**config.mk**
```make
export PLATFORM = sky130hd
export DESIGN_NAME = gst_out_reg
export DESIGN_NICKNAME = d
export VERILOG_FILES = /design/src/gst_pkg.sv /design/src/gst_out_reg.sv
export SDC_FILE = /design/constraint.sdc
export NUM_CORES = 1
export LEC_CHECK = 0
export BUFFER_PORTS_ARGS = -buffer_cell sky130_fd_sc_hd__buf_4
export CORE_ASPECT_RATIO = 0.6
export CORE_MARGIN = 2
export CORE_UTILIZATION = 43
export CTS_BUF_LIST = sky130_fd_sc_hd__clkbuf_2 sky130_fd_sc_hd__clkbuf_4 sky130_fd_sc_hd__clkbuf_8
export DETAILED_ROUTE_END_ITERATION = 8
export PLACE_DENSITY_LB_ADDON = 0.15
export SETUP_SLACK_MARGIN = 0.4
export SYNTH_ARGS = -nofsm -noshare
export SYNTH_HDL_FRONTEND = slang
export SYNTH_SLANG_ARGS = --single-unit
export TNS_END_PERCENT = 100
```
**constraint.sdc**
```tcl
create_clock -name aclk -period 0.8 [get_ports aclk]
set_input_delay 0.08 -clock aclk [delete_from_list [all_inputs] [get_ports aclk]]
set_output_delay 0.08 -clock aclk [all_outputs]
set_load 0.005 [all_outputs]
```
**src/gst_pkg.sv**
```systemverilog
// shared constants, types and command codes for the generational slot table
package gst_pkg;
    localparam int MAX_SLOTS_DEF = 1024;
    localparam int FAMILIES_DEF  = 8;
    localparam int GEN_BITS_DEF  = 32;
    localparam int MAX_RESULTS   = 8;
    localparam int DENS_W        = 16;
    localparam int SUM_W         = 26;
    localparam int CNT_W         = 11;
    localparam int SLOT_W        = 10;
    localparam int GEN_W         = 32;
    localparam int FAM_W         = 3;

    localparam logic [2:0] KIND_SPAWN   = 3'd0;
    localparam logic [2:0] KIND_KILL    = 3'd1;
    localparam logic [2:0] KIND_LOSS    = 3'd2;
    localparam logic [2:0] KIND_COMPACT = 3'd3;
    localparam logic [2:0] KIND_RESOLVE = 3'd4;
    localparam logic [2:0] KIND_CLEAR   = 3'd5;

    localparam logic [1:0] ST_OK      = 2'd0;
    localparam logic [1:0] ST_FULL    = 2'd1;
    localparam logic [1:0] ST_IGNORED = 2'd2;
    localparam logic [1:0] ST_MISSING = 2'd3;

    typedef struct packed {
        logic [1:0]        status;
        logic [SLOT_W-1:0] slot_out;
        logic [GEN_W-1:0]  generation_out;
        logic [CNT_W-1:0]  live_count;
        logic [SUM_W-1:0]  total_density;
        logic [CNT_W-1:0]  removed_total;
        logic [FAM_W-1:0]  result_family;
        logic [CNT_W-1:0]  family_removed;
        logic [CNT_W-1:0]  family_live;
        logic              last;
    } result_t;
endpackage

```
**src/gst_out_reg.sv**
```systemverilog
// output register stage holding one result beat
module gst_out_reg (
    input  logic                aclk,
    input  logic                aresetn,
    input  logic                load,
    input  gst_pkg::result_t    data_in,
    output logic                full,
    input  logic                take,
    output gst_pkg::result_t    data_out
);
    logic             full_reg;
    gst_pkg::result_t data_reg;

    always_ff @(posedge aclk) begin
        if (!aresetn) begin
            full_reg <= 1'b0;
        end else if (load) begin
            full_reg <= 1'b1;
        end else if (take) begin
            full_reg <= 1'b0;
        end
    end

    always_ff @(posedge aclk) begin
        if (load) begin
            data_reg <= data_in;
        end
    end

    assign full     = full_reg;
    assign data_out = data_reg;

`ifndef SYNTH
    a_load_when_free: assert property (@(posedge aclk) disable iff (!aresetn)
        load |-> (!full_reg || take)) else $error("result overwritten");
    a_hold: assert property (@(posedge aclk) disable iff (!aresetn)
        (full_reg && !take && !load) |=> $stable(data_reg)) else $error("data moved");
    a_fill: assert property (@(posedge aclk) disable iff (!aresetn)
        load |=> full_reg) else $error("full lost");
`endif
endmodule

```
==> results.sh, run 1 <==
export IMPL_p_leak_uw=0.00257
export IMPL_worst_setup_path_type="flop to output port"
export IMPL_final_common_cell="buf_4"
export IMPL_skew_ps=0
export IMPL_htree_levels=4
export IMPL_worst_pin_slew_ps=224
export IMPL_ant_nets=0
export IMPL_rows=25
export IMPL_via_count=2181
export IMPL_crit_path_max_incr_delay_ps=410
export IMPL_path_delay_family="flip-flops"
export IMPL_violations="negative hold slack, negative setup slack"
export IMPL_synth_warnings=0
export IMPL_cp_max_fo=1
export IMPL_finalNetCount=505
export IMPL_clockBufferDepth=2
export IMPL_die_w_um=122
export IMPL_syn_area_per_cell_um2=29.6
export IMPL_port_buffers=240
export IMPL_synth_nets=243
export IMPL_overflow=0
export IMPL_yosysUniqueCellTypes=4
export IMPL_synth_top_family_by_area="simple AND/OR/NAND/NOR gates"
export IMPL_irDropWorstVdd_mv=2.09
export IMPL_worstPathRequired_ps=720
export IMPL_cts_setup_buffers=0
export IMPL_finalPower_uw=13600
export IMPL_maxSlewViolCount=0
export IMPL_antenna_found_initial=0
export IMPL_pwr_share_clk_pct=33.5
export IMPL_area_delta_synth_final_pct=68.9
export IMPL_synth_fa_ha_area_share_pct=0
export IMPL_via_per_inst=4.34
export IMPL_ys_seq_area_share_pct=99.4
export IMPL_coreArea_mm2=0.00798
export IMPL_p_seq_share_pct=55.6
export IMPL_syn_inst=121
export IMPL_synth_xor_area_share_pct=0
export IMPL_wire_per_inst_um=16.4
export IMPL_io_pins=241
export IMPL_path_cells="buf_6"
export IMPL_dieArea_mm2=0.00911
export IMPL_gp_congestion=0.783
export IMPL_status="complete, but fails checks"
export IMPL_diodes=0
export IMPL_post_route_util_pct=75.9
export IMPL_clkLatencyLatePin_ps=400
export IMPL_numCtsBuffers=17
export IMPL_combPwrFrac_pct=10.9
export IMPL_timing_hold_ws_ps=-155
export IMPL_cts_sinks=119
export IMPL_grt_max_degree=44
export IMPL_largest_reg_flops=118
export IMPL_synth_simple_area_share_pct=0.384
export IMPL_power_density_mw_per_mm2=2250
export IMPL_drive_gt1_share_pct=68.9
export IMPL_wirelength_um=8260
export IMPL_critical_path_arrival_ps=960
export IMPL_max_cap_viol_count=0
export IMPL_die_h_um=74.7
export IMPL_dr_pass1_iters=7
export IMPL_synth_mux_area_share_pct=0
export IMPL_p_switching_uw=2750
export IMPL_post_route_period_util_pct=130
export IMPL_slowest_stage="edfxtp_1"
export IMPL_intPower_uw=10900
export IMPL_grt_pass1_wl_um=10900
export IMPL_start_util_pct=44.9
export IMPL_hold_viol=119
export IMPL_tritoncts="done"
export IMPL_drt_iter0_markers=127
export IMPL_synth_compound_area_share_pct=0.209
export IMPL_grt_usage_pct=17.4
export IMPL_rsz0062_at_grt="yes"
export IMPL_clk_pin_slew_ps=70
export IMPL_crit_path_start_kind="flop"
export IMPL_cp_end_kind="output port"
export IMPL_setup_ws_ps=-237
export IMPL_report_final_setup_viol=119
export IMPL_path_buf_inv=1
export IMPL_grt_pass1_vias=2172
export IMPL_synth_seq_cells=119
export IMPL_relSlewSlack_pct=85.0
export IMPL_swShare_pct=20.2
export IMPL_dp_hpwl_um=6220
export IMPL_clockRootBuffer="clkbuf_8"
export IMPL_min_period_ps=1040
export IMPL_hold_path_class="primary input to flop"
export IMPL_post_synth_instance_area_mm2=0.00358
export IMPL_final_cell_mix="204 x buf_4, 118 x edfxtp_1, 36 x buf_6"
export IMPL_n_fill_cell=495
export IMPL_fmax_ghz=0.964
export IMPL_drc=0
==> final timing paths <==
path | startpoint | end | slack (ps) | cells after the start
worst max-delay path | data_out[37] | data_out[37] | -240 | 1
worst min-delay path | data_in[26] | data_out[26] | -150 | 1
worst max register to register | full | full | 110 | 2
worst min register to register | full | full | 580 | 2
==> power groups by stage <==
| stage | clock network [uW] | logic (uW) | registers (uW) |
|---|---|---|---|
| final | 4560 | 1480 | 7570 |
| after detailed placement | 0 | 1420 | 7670 |
| after global placement | 0 | 1400 | 7660 |
| after CTS | 4700 | 1440 | 7550 |
| after floorplan | 0 | 6.94 | 7730 |
| after global routing | 4930 | 1580 | 7610 |
==> cells in the mapped netlist <==
library cell,number,share of area [%]
dfxtp_1,1,0.56
nor2b_4,1,0.38
o21a_1,1,0.21
edfxtp_1,118,99
==> logic make-up (layout without fill, tap and decap cells) <==
kind of cell	count (synthesis)	in the layout
flops	119	119
compound gates	1	1
simple gates	1	1
buf+inv	0	274
==> routing by layer <==
| layer | wire (um) | GRT usage (%) |
|---|---|---|
| met5 | 0 | 0 |
| met4 | 157 | 11.2 |
| met3 | 902 | 8.86 |
| met2 | 4480 | 29.7 |
| met1 | 2730 | 17.2 |
==> through the flow <==
| step | instance area, um^2 | TNS (ps) | std cells | setup WS (ps) |
|---|---|---|---|---|
| finish | 6050 | -22780 | 503 | -237 |
| global route | 6050 | -29010 | 503 | -279 |
| CTS | 5950 | -27280 | 503 | -263 |
| detailed placement | 5580 | 0 | 472 | 7.84 |
| global placement | 5580 | 0 | 472 | 14.6 |
| floorplan | 3580 | 0 | 121 | 128 |
==> what timing repair did <==
item,in CTS,in global routing
hold endpoints to repair,119,119
endpoints found under the setup margin,120,120
gates resized for setup,10,27
==> cell type report <==
type / count / area [um^2] / area share (%)
clock buffers: 19 / 249 / 4.11
flip-flops and latches: 119 / 3560 / 58.9
clock inverters: 12 / 87.6 / 1.45
multi-input cells: 2 / 21.3 / 0.351
repair buffers: 243 / 2000 / 33.0
well taps: 108 / 135 / 2.23
Note: power is estimated with default switching activity, not from simulation.
==> run 2: changes to the inputs <==
- CELL_PAD_IN_SITES_DETAIL_PLACEMENT: unset -> 1
- CELL_PAD_IN_SITES_GLOBAL_PLACEMENT: unset -> 2
- CORE_UTILIZATION: 43 -> 28
==> run 2 against run 1 <==
The run still ends with negative hold slack, negative setup slack left. Worst setup slack got worse by 4.0 ps. Wire length rose by 15%. Via count rose by 1.7%. Sequential power barely moved. Critical endpoint is now data_out[48]. Highest routed layer unchanged.
==> results.sh, run 2 (synthesized netlist as in run 1, its figures left out) <==
export IMPL_cts_sinks=119
export IMPL_path_cells="buf_6"
export IMPL_maxSlewViolCount=0
export IMPL_gp_congestion=0.724
export IMPL_die_h_um=91.6
export IMPL_min_path_cells=1
export IMPL_clockRootBuffer="clkbuf_8"
export IMPL_irDropWorstVdd_mv=1.03
export IMPL_wire_per_inst_um=17.0
export IMPL_area_delta_synth_final_pct=72.6
export IMPL_htree_levels=4
export IMPL_r2r_slack_ps=110
export IMPL_path_depth=1
export IMPL_final_common_cell="buf_4"
export IMPL_cp_end_kind="output port"
export IMPL_clkLatencyLatePin_ps=400
export IMPL_ant_nets=0
export IMPL_crit_path_max_incr_delay_ps=420
export IMPL_finalNetCount=507
export IMPL_io_pins=241
export IMPL_min_period_ps=1040
export IMPL_crit_path_start_kind="flop"
export IMPL_post_route_util_pct=50.5
export IMPL_rsz0062_at_grt="yes"
export IMPL_cts_setup_buffers=0
export IMPL_setup_ws_ps=-241
export IMPL_status="complete, but fails checks"
export IMPL_grt_max_degree=40
export IMPL_report_final_setup_viol=119
export IMPL_dr_pass1_iters=4
export IMPL_fin_area_mm2=0.00619
export IMPL_drc=0
export IMPL_wirelength_um=9530
export IMPL_clk_pin_slew_ps=70
export IMPL_critical_path_arrival_ps=960
export IMPL_path_delay_family="flip-flops"
export IMPL_overflow=0
export IMPL_p_leak_uw=0.00259
export IMPL_grt_usage_pct=13.9
export IMPL_hold_viol=119
export IMPL_worst_pin_slew_ps=205
export IMPL_grt_pass1_vias=2446
export IMPL_relSlewSlack_pct=86.4
export IMPL_diodes=0
export IMPL_final_cell_mix="200 x buf_4, 118 x edfxtp_1, 42 x buf_6"
export IMPL_worstPathRequired_ps=720
export IMPL_numCtsBuffers=17
export IMPL_post_dp_cell_area_mm2=0.00567
export IMPL_die_w_um=150
export IMPL_violations="negative hold slack, negative setup slack"
export IMPL_via_count=2218
export IMPL_rows=31
export IMPL_pre_cts_slack_ps=-31.5
export IMPL_drive_gt1_share_pct=68.9
export IMPL_cp_max_fo=1
export IMPL_worst_setup_path_type="flop to output port"
export IMPL_clockBufferDepth=2
export IMPL_skew_ps=0
export IMPL_antenna_found_initial=0
export IMPL_hold_path_class="primary input to flop"
export IMPL_start_util_pct=29.2
export IMPL_port_buffers=240
export IMPL_via_per_inst=3.95
export IMPL_fmax_ghz=0.960
export IMPL_post_route_period_util_pct=130
export IMPL_slowest_stage="edfxtp_1"
export IMPL_power_density_mw_per_mm2=2260
export IMPL_dieArea_mm2=0.0138
export IMPL_path_buf_inv=1
export IMPL_coreArea_mm2=0.0123
export IMPL_drt_iter0_markers=96
export IMPL_tritoncts="done"
export IMPL_grt_pass1_wl_um=13800
export IMPL_timing_hold_ws_ps=-154
export IMPL_finalPower_uw=14000
export IMPL_max_cap_viol_count=0
export IMPL_largest_reg_flops=118
export IMPL_r2r_cells=2
export IMPL_dp_hpwl_um=7410
[run 2: worst paths after layout]
kind,start,endpoint
max,data_out[48],data_out[48]
max reg2reg,full,full
min,data_in[112],data_out[112]
min reg2reg,full,full
[run 2: repair_timing]
action	4_1_cts	5_1_grt
endpoints found under the setup margin	120	144
hold endpoints to repair	119	119
gates resized for setup	14	30
pin swaps	0	0
[run 2: per-layer routing]
metal  global-route usage [%]  vias to the layer above  part of all wire (%)  wire length, um
met5                        0                        -                     0                0
met4                     5.66                        0                  0.66               63
met3                     8.01                        9                    14             1360
met2                     22.4                      147                    48             4610
met1                     14.9                     1042                    37             3510
li1                         -                     1020                     -                -
[run 2: cell type report]
cell class / instances / area (um^2)
multi-input combinational: 2 / 21.3
clock inverter: 12 / 113
timing repair buffer: 245 / 2040
fill: 1191 / 6070
tap: 165 / 206
clock buffer: 18 / 241
sequential: 119 / 3560
[run 2: where the power goes]
group	total (uW)	internal, uW	switching [uW]
Clock	4920	2700	2220
Combinational	1510	1040	470
Sequential	7570	7410	168
[run 2: per-stage QoR]
step	cells	setup TNS, ps
2_1_floorplan	121	0
3_3_place_gp	531	-1900
3_5_place_dp	531	-2060
4_1_cts	561	-27720
5_1_grt	561	-29970
6_report	561	-22990
==> run 3: changes to the inputs <==
- RECOVER_POWER: unset -> 50
==> run 3 against run 2 <==
The run still ends with negative hold slack, negative setup slack left. Via count is 0.18% higher. Worst setup slack better by 2.6 ps. Clock power about the same. Sequential power about the same. Highest routed layer unchanged.
==> results.sh, run 3 (synthesized netlist as in run 1, its figures left out) <==
export IMPL_r2r_cells=2
export IMPL_cp_end_kind="output port"
export IMPL_worst_setup_path_type="flop to output port"
export IMPL_intPower_uw=11100
export IMPL_drt_iter0_markers=108
export IMPL_die_h_um=91.6
export IMPL_clockRootBuffer="clkbuf_8"
export IMPL_overflow=0
export IMPL_drive_gt1_share_pct=68.7
export IMPL_grt_pass1_vias=2446
export IMPL_clkLatencyLatePin_ps=400
export IMPL_skew_ps=0
export IMPL_p_seq_share_pct=54.2
export IMPL_dr_pass1_iters=4
export IMPL_max_cap_viol_count=0
export IMPL_worstPathRequired_ps=720
export IMPL_p_leak_uw=0.00256
export IMPL_htree_levels=4
export IMPL_power_density_mw_per_mm2=2260
export IMPL_irDropWorstVdd_mv=1.03
export IMPL_status="complete, but fails checks"
export IMPL_via_count=2222
export IMPL_fmax_ghz=0.963
export IMPL_dieArea_mm2=0.0138
export IMPL_path_buf_inv=1
export IMPL_io_pins=241
export IMPL_drc=0
export IMPL_path_delay_family="flip-flops"
export IMPL_path_depth=1
export IMPL_fin_area_mm2=0.00618
export IMPL_hold_viol=119
export IMPL_rows=31
export IMPL_diodes=0
export IMPL_critical_path_arrival_ps=960
export IMPL_start_util_pct=29.2
export IMPL_post_route_util_pct=50.5
export IMPL_ant_nets=0
export IMPL_worst_pin_slew_ps=206
export IMPL_post_route_period_util_pct=130
export IMPL_area_delta_synth_final_pct=72.5
export IMPL_die_w_um=150
export IMPL_pre_cts_slack_ps=-31.5
export IMPL_slowest_stage="edfxtp_1"
export IMPL_combPwrFrac_pct=10.6
export IMPL_cts_setup_buffers=0
export IMPL_dp_hpwl_um=7410
export IMPL_setup_ws_ps=-239
export IMPL_maxSlewViolCount=0
export IMPL_cp_max_fo=1
export IMPL_wirelength_um=9460
export IMPL_finalNetCount=507
export IMPL_grt_usage_pct=13.9
export IMPL_grt_max_degree=40
export IMPL_tritoncts="done"
export IMPL_min_path_cells=1
export IMPL_antenna_found_initial=0
export IMPL_swShare_pct=20.4
export IMPL_timing_hold_ws_ps=-131
export IMPL_grt_pass1_wl_um=13800
export IMPL_port_buffers=240
export IMPL_final_cell_mix="118 x clkbuf_4, 118 x edfxtp_1, 82 x buf_4"
export IMPL_largest_reg_flops=118
export IMPL_report_final_setup_viol=119
export IMPL_finalPower_uw=14000
export IMPL_p_switching_uw=2860
export IMPL_min_period_ps=1040
export IMPL_path_cells="buf_6"
export IMPL_coreArea_mm2=0.0123
export IMPL_crit_path_start_kind="flop"
export IMPL_via_per_inst=3.96
export IMPL_crit_path_max_incr_delay_ps=420
export IMPL_clk_pin_slew_ps=70
export IMPL_relSlewSlack_pct=86.3
export IMPL_gp_congestion=0.724
export IMPL_hold_path_class="primary input to flop"
export IMPL_pwr_share_clk_pct=35.2
export IMPL_violations="negative hold slack, negative setup slack"
export IMPL_numCtsBuffers=17
export IMPL_wire_per_inst_um=16.9
export IMPL_clockBufferDepth=2
export IMPL_post_dp_cell_area_mm2=0.00567
export IMPL_rsz0062_at_grt="yes"
export IMPL_cts_sinks=119
==> run 3: cell types whose count changed in the layout (fill, tap and decap cells not counted), sizes merged <==
cell	delta
clkbuf	+118
buf	-118
==> run 3: power groups by stage <==
| stage | logic (uW) | clock network, uW | registers (uW) |
|---|---|---|---|
| after CTS | 1490 | 5100 | 7560 |
| after detailed placement | 1460 | 0 | 7670 |
| after global routing | 1590 | 5360 | 7620 |
| after global placement | 1440 | 0 | 7660 |
| after floorplan | 6.94 | 0 | 7730 |
| final | 1480 | 4920 | 7570 |
==> run 3: path summary, 6_finish.rpt <==
check            endpoint    startpoint  slack, ps
min reg2reg          full          full        580
max          data_out[48]  data_out[48]       -240
max reg2reg          full          full        110
min          data_out[33]   data_in[33]       -130
==> run 3: final cells by class <==
type | count | area, um^2
multi-input combinational | 2 | 21.3
sequential | 119 | 3560
tap | 165 | 206
fill | 1192 | 6070
clock inverter | 12 | 113
clock buffer | 18 | 241
timing repair buffer | 245 | 2040
==> run 3: timing repair <==
| action | CTS | global route |
|---|---|---|
| endpoints found under the setup margin | 120 | 144 |
| endpoints found under the hold margin | 119 | 119 |
| gates resized for setup | 14 | 30 |
==> run 3: per-layer routing <==
metal | GRT usage, % | share of wire [%] | wire, um | up-vias
met5 | 0 | 0 | 0 | -
li1 | - | - | - | 1021
met3 | 8.01 | 14 | 1370 | 6
met2 | 22.4 | 48 | 4580 | 149
met4 | 5.66 | 0.38 | 36 | 0
met1 | 14.9 | 37 | 3470 | 1046
==> run 3: per-stage QoR <==
stage               setup TNS [ps]  hold slack (ps)  std cells
finish                      -22890             -131        561
global route                -29970             -173        561
detailed placement           -2060              259        531
global placement             -1900              258        531
floorplan                        0              179        121
CTS                         -27720             -190        561
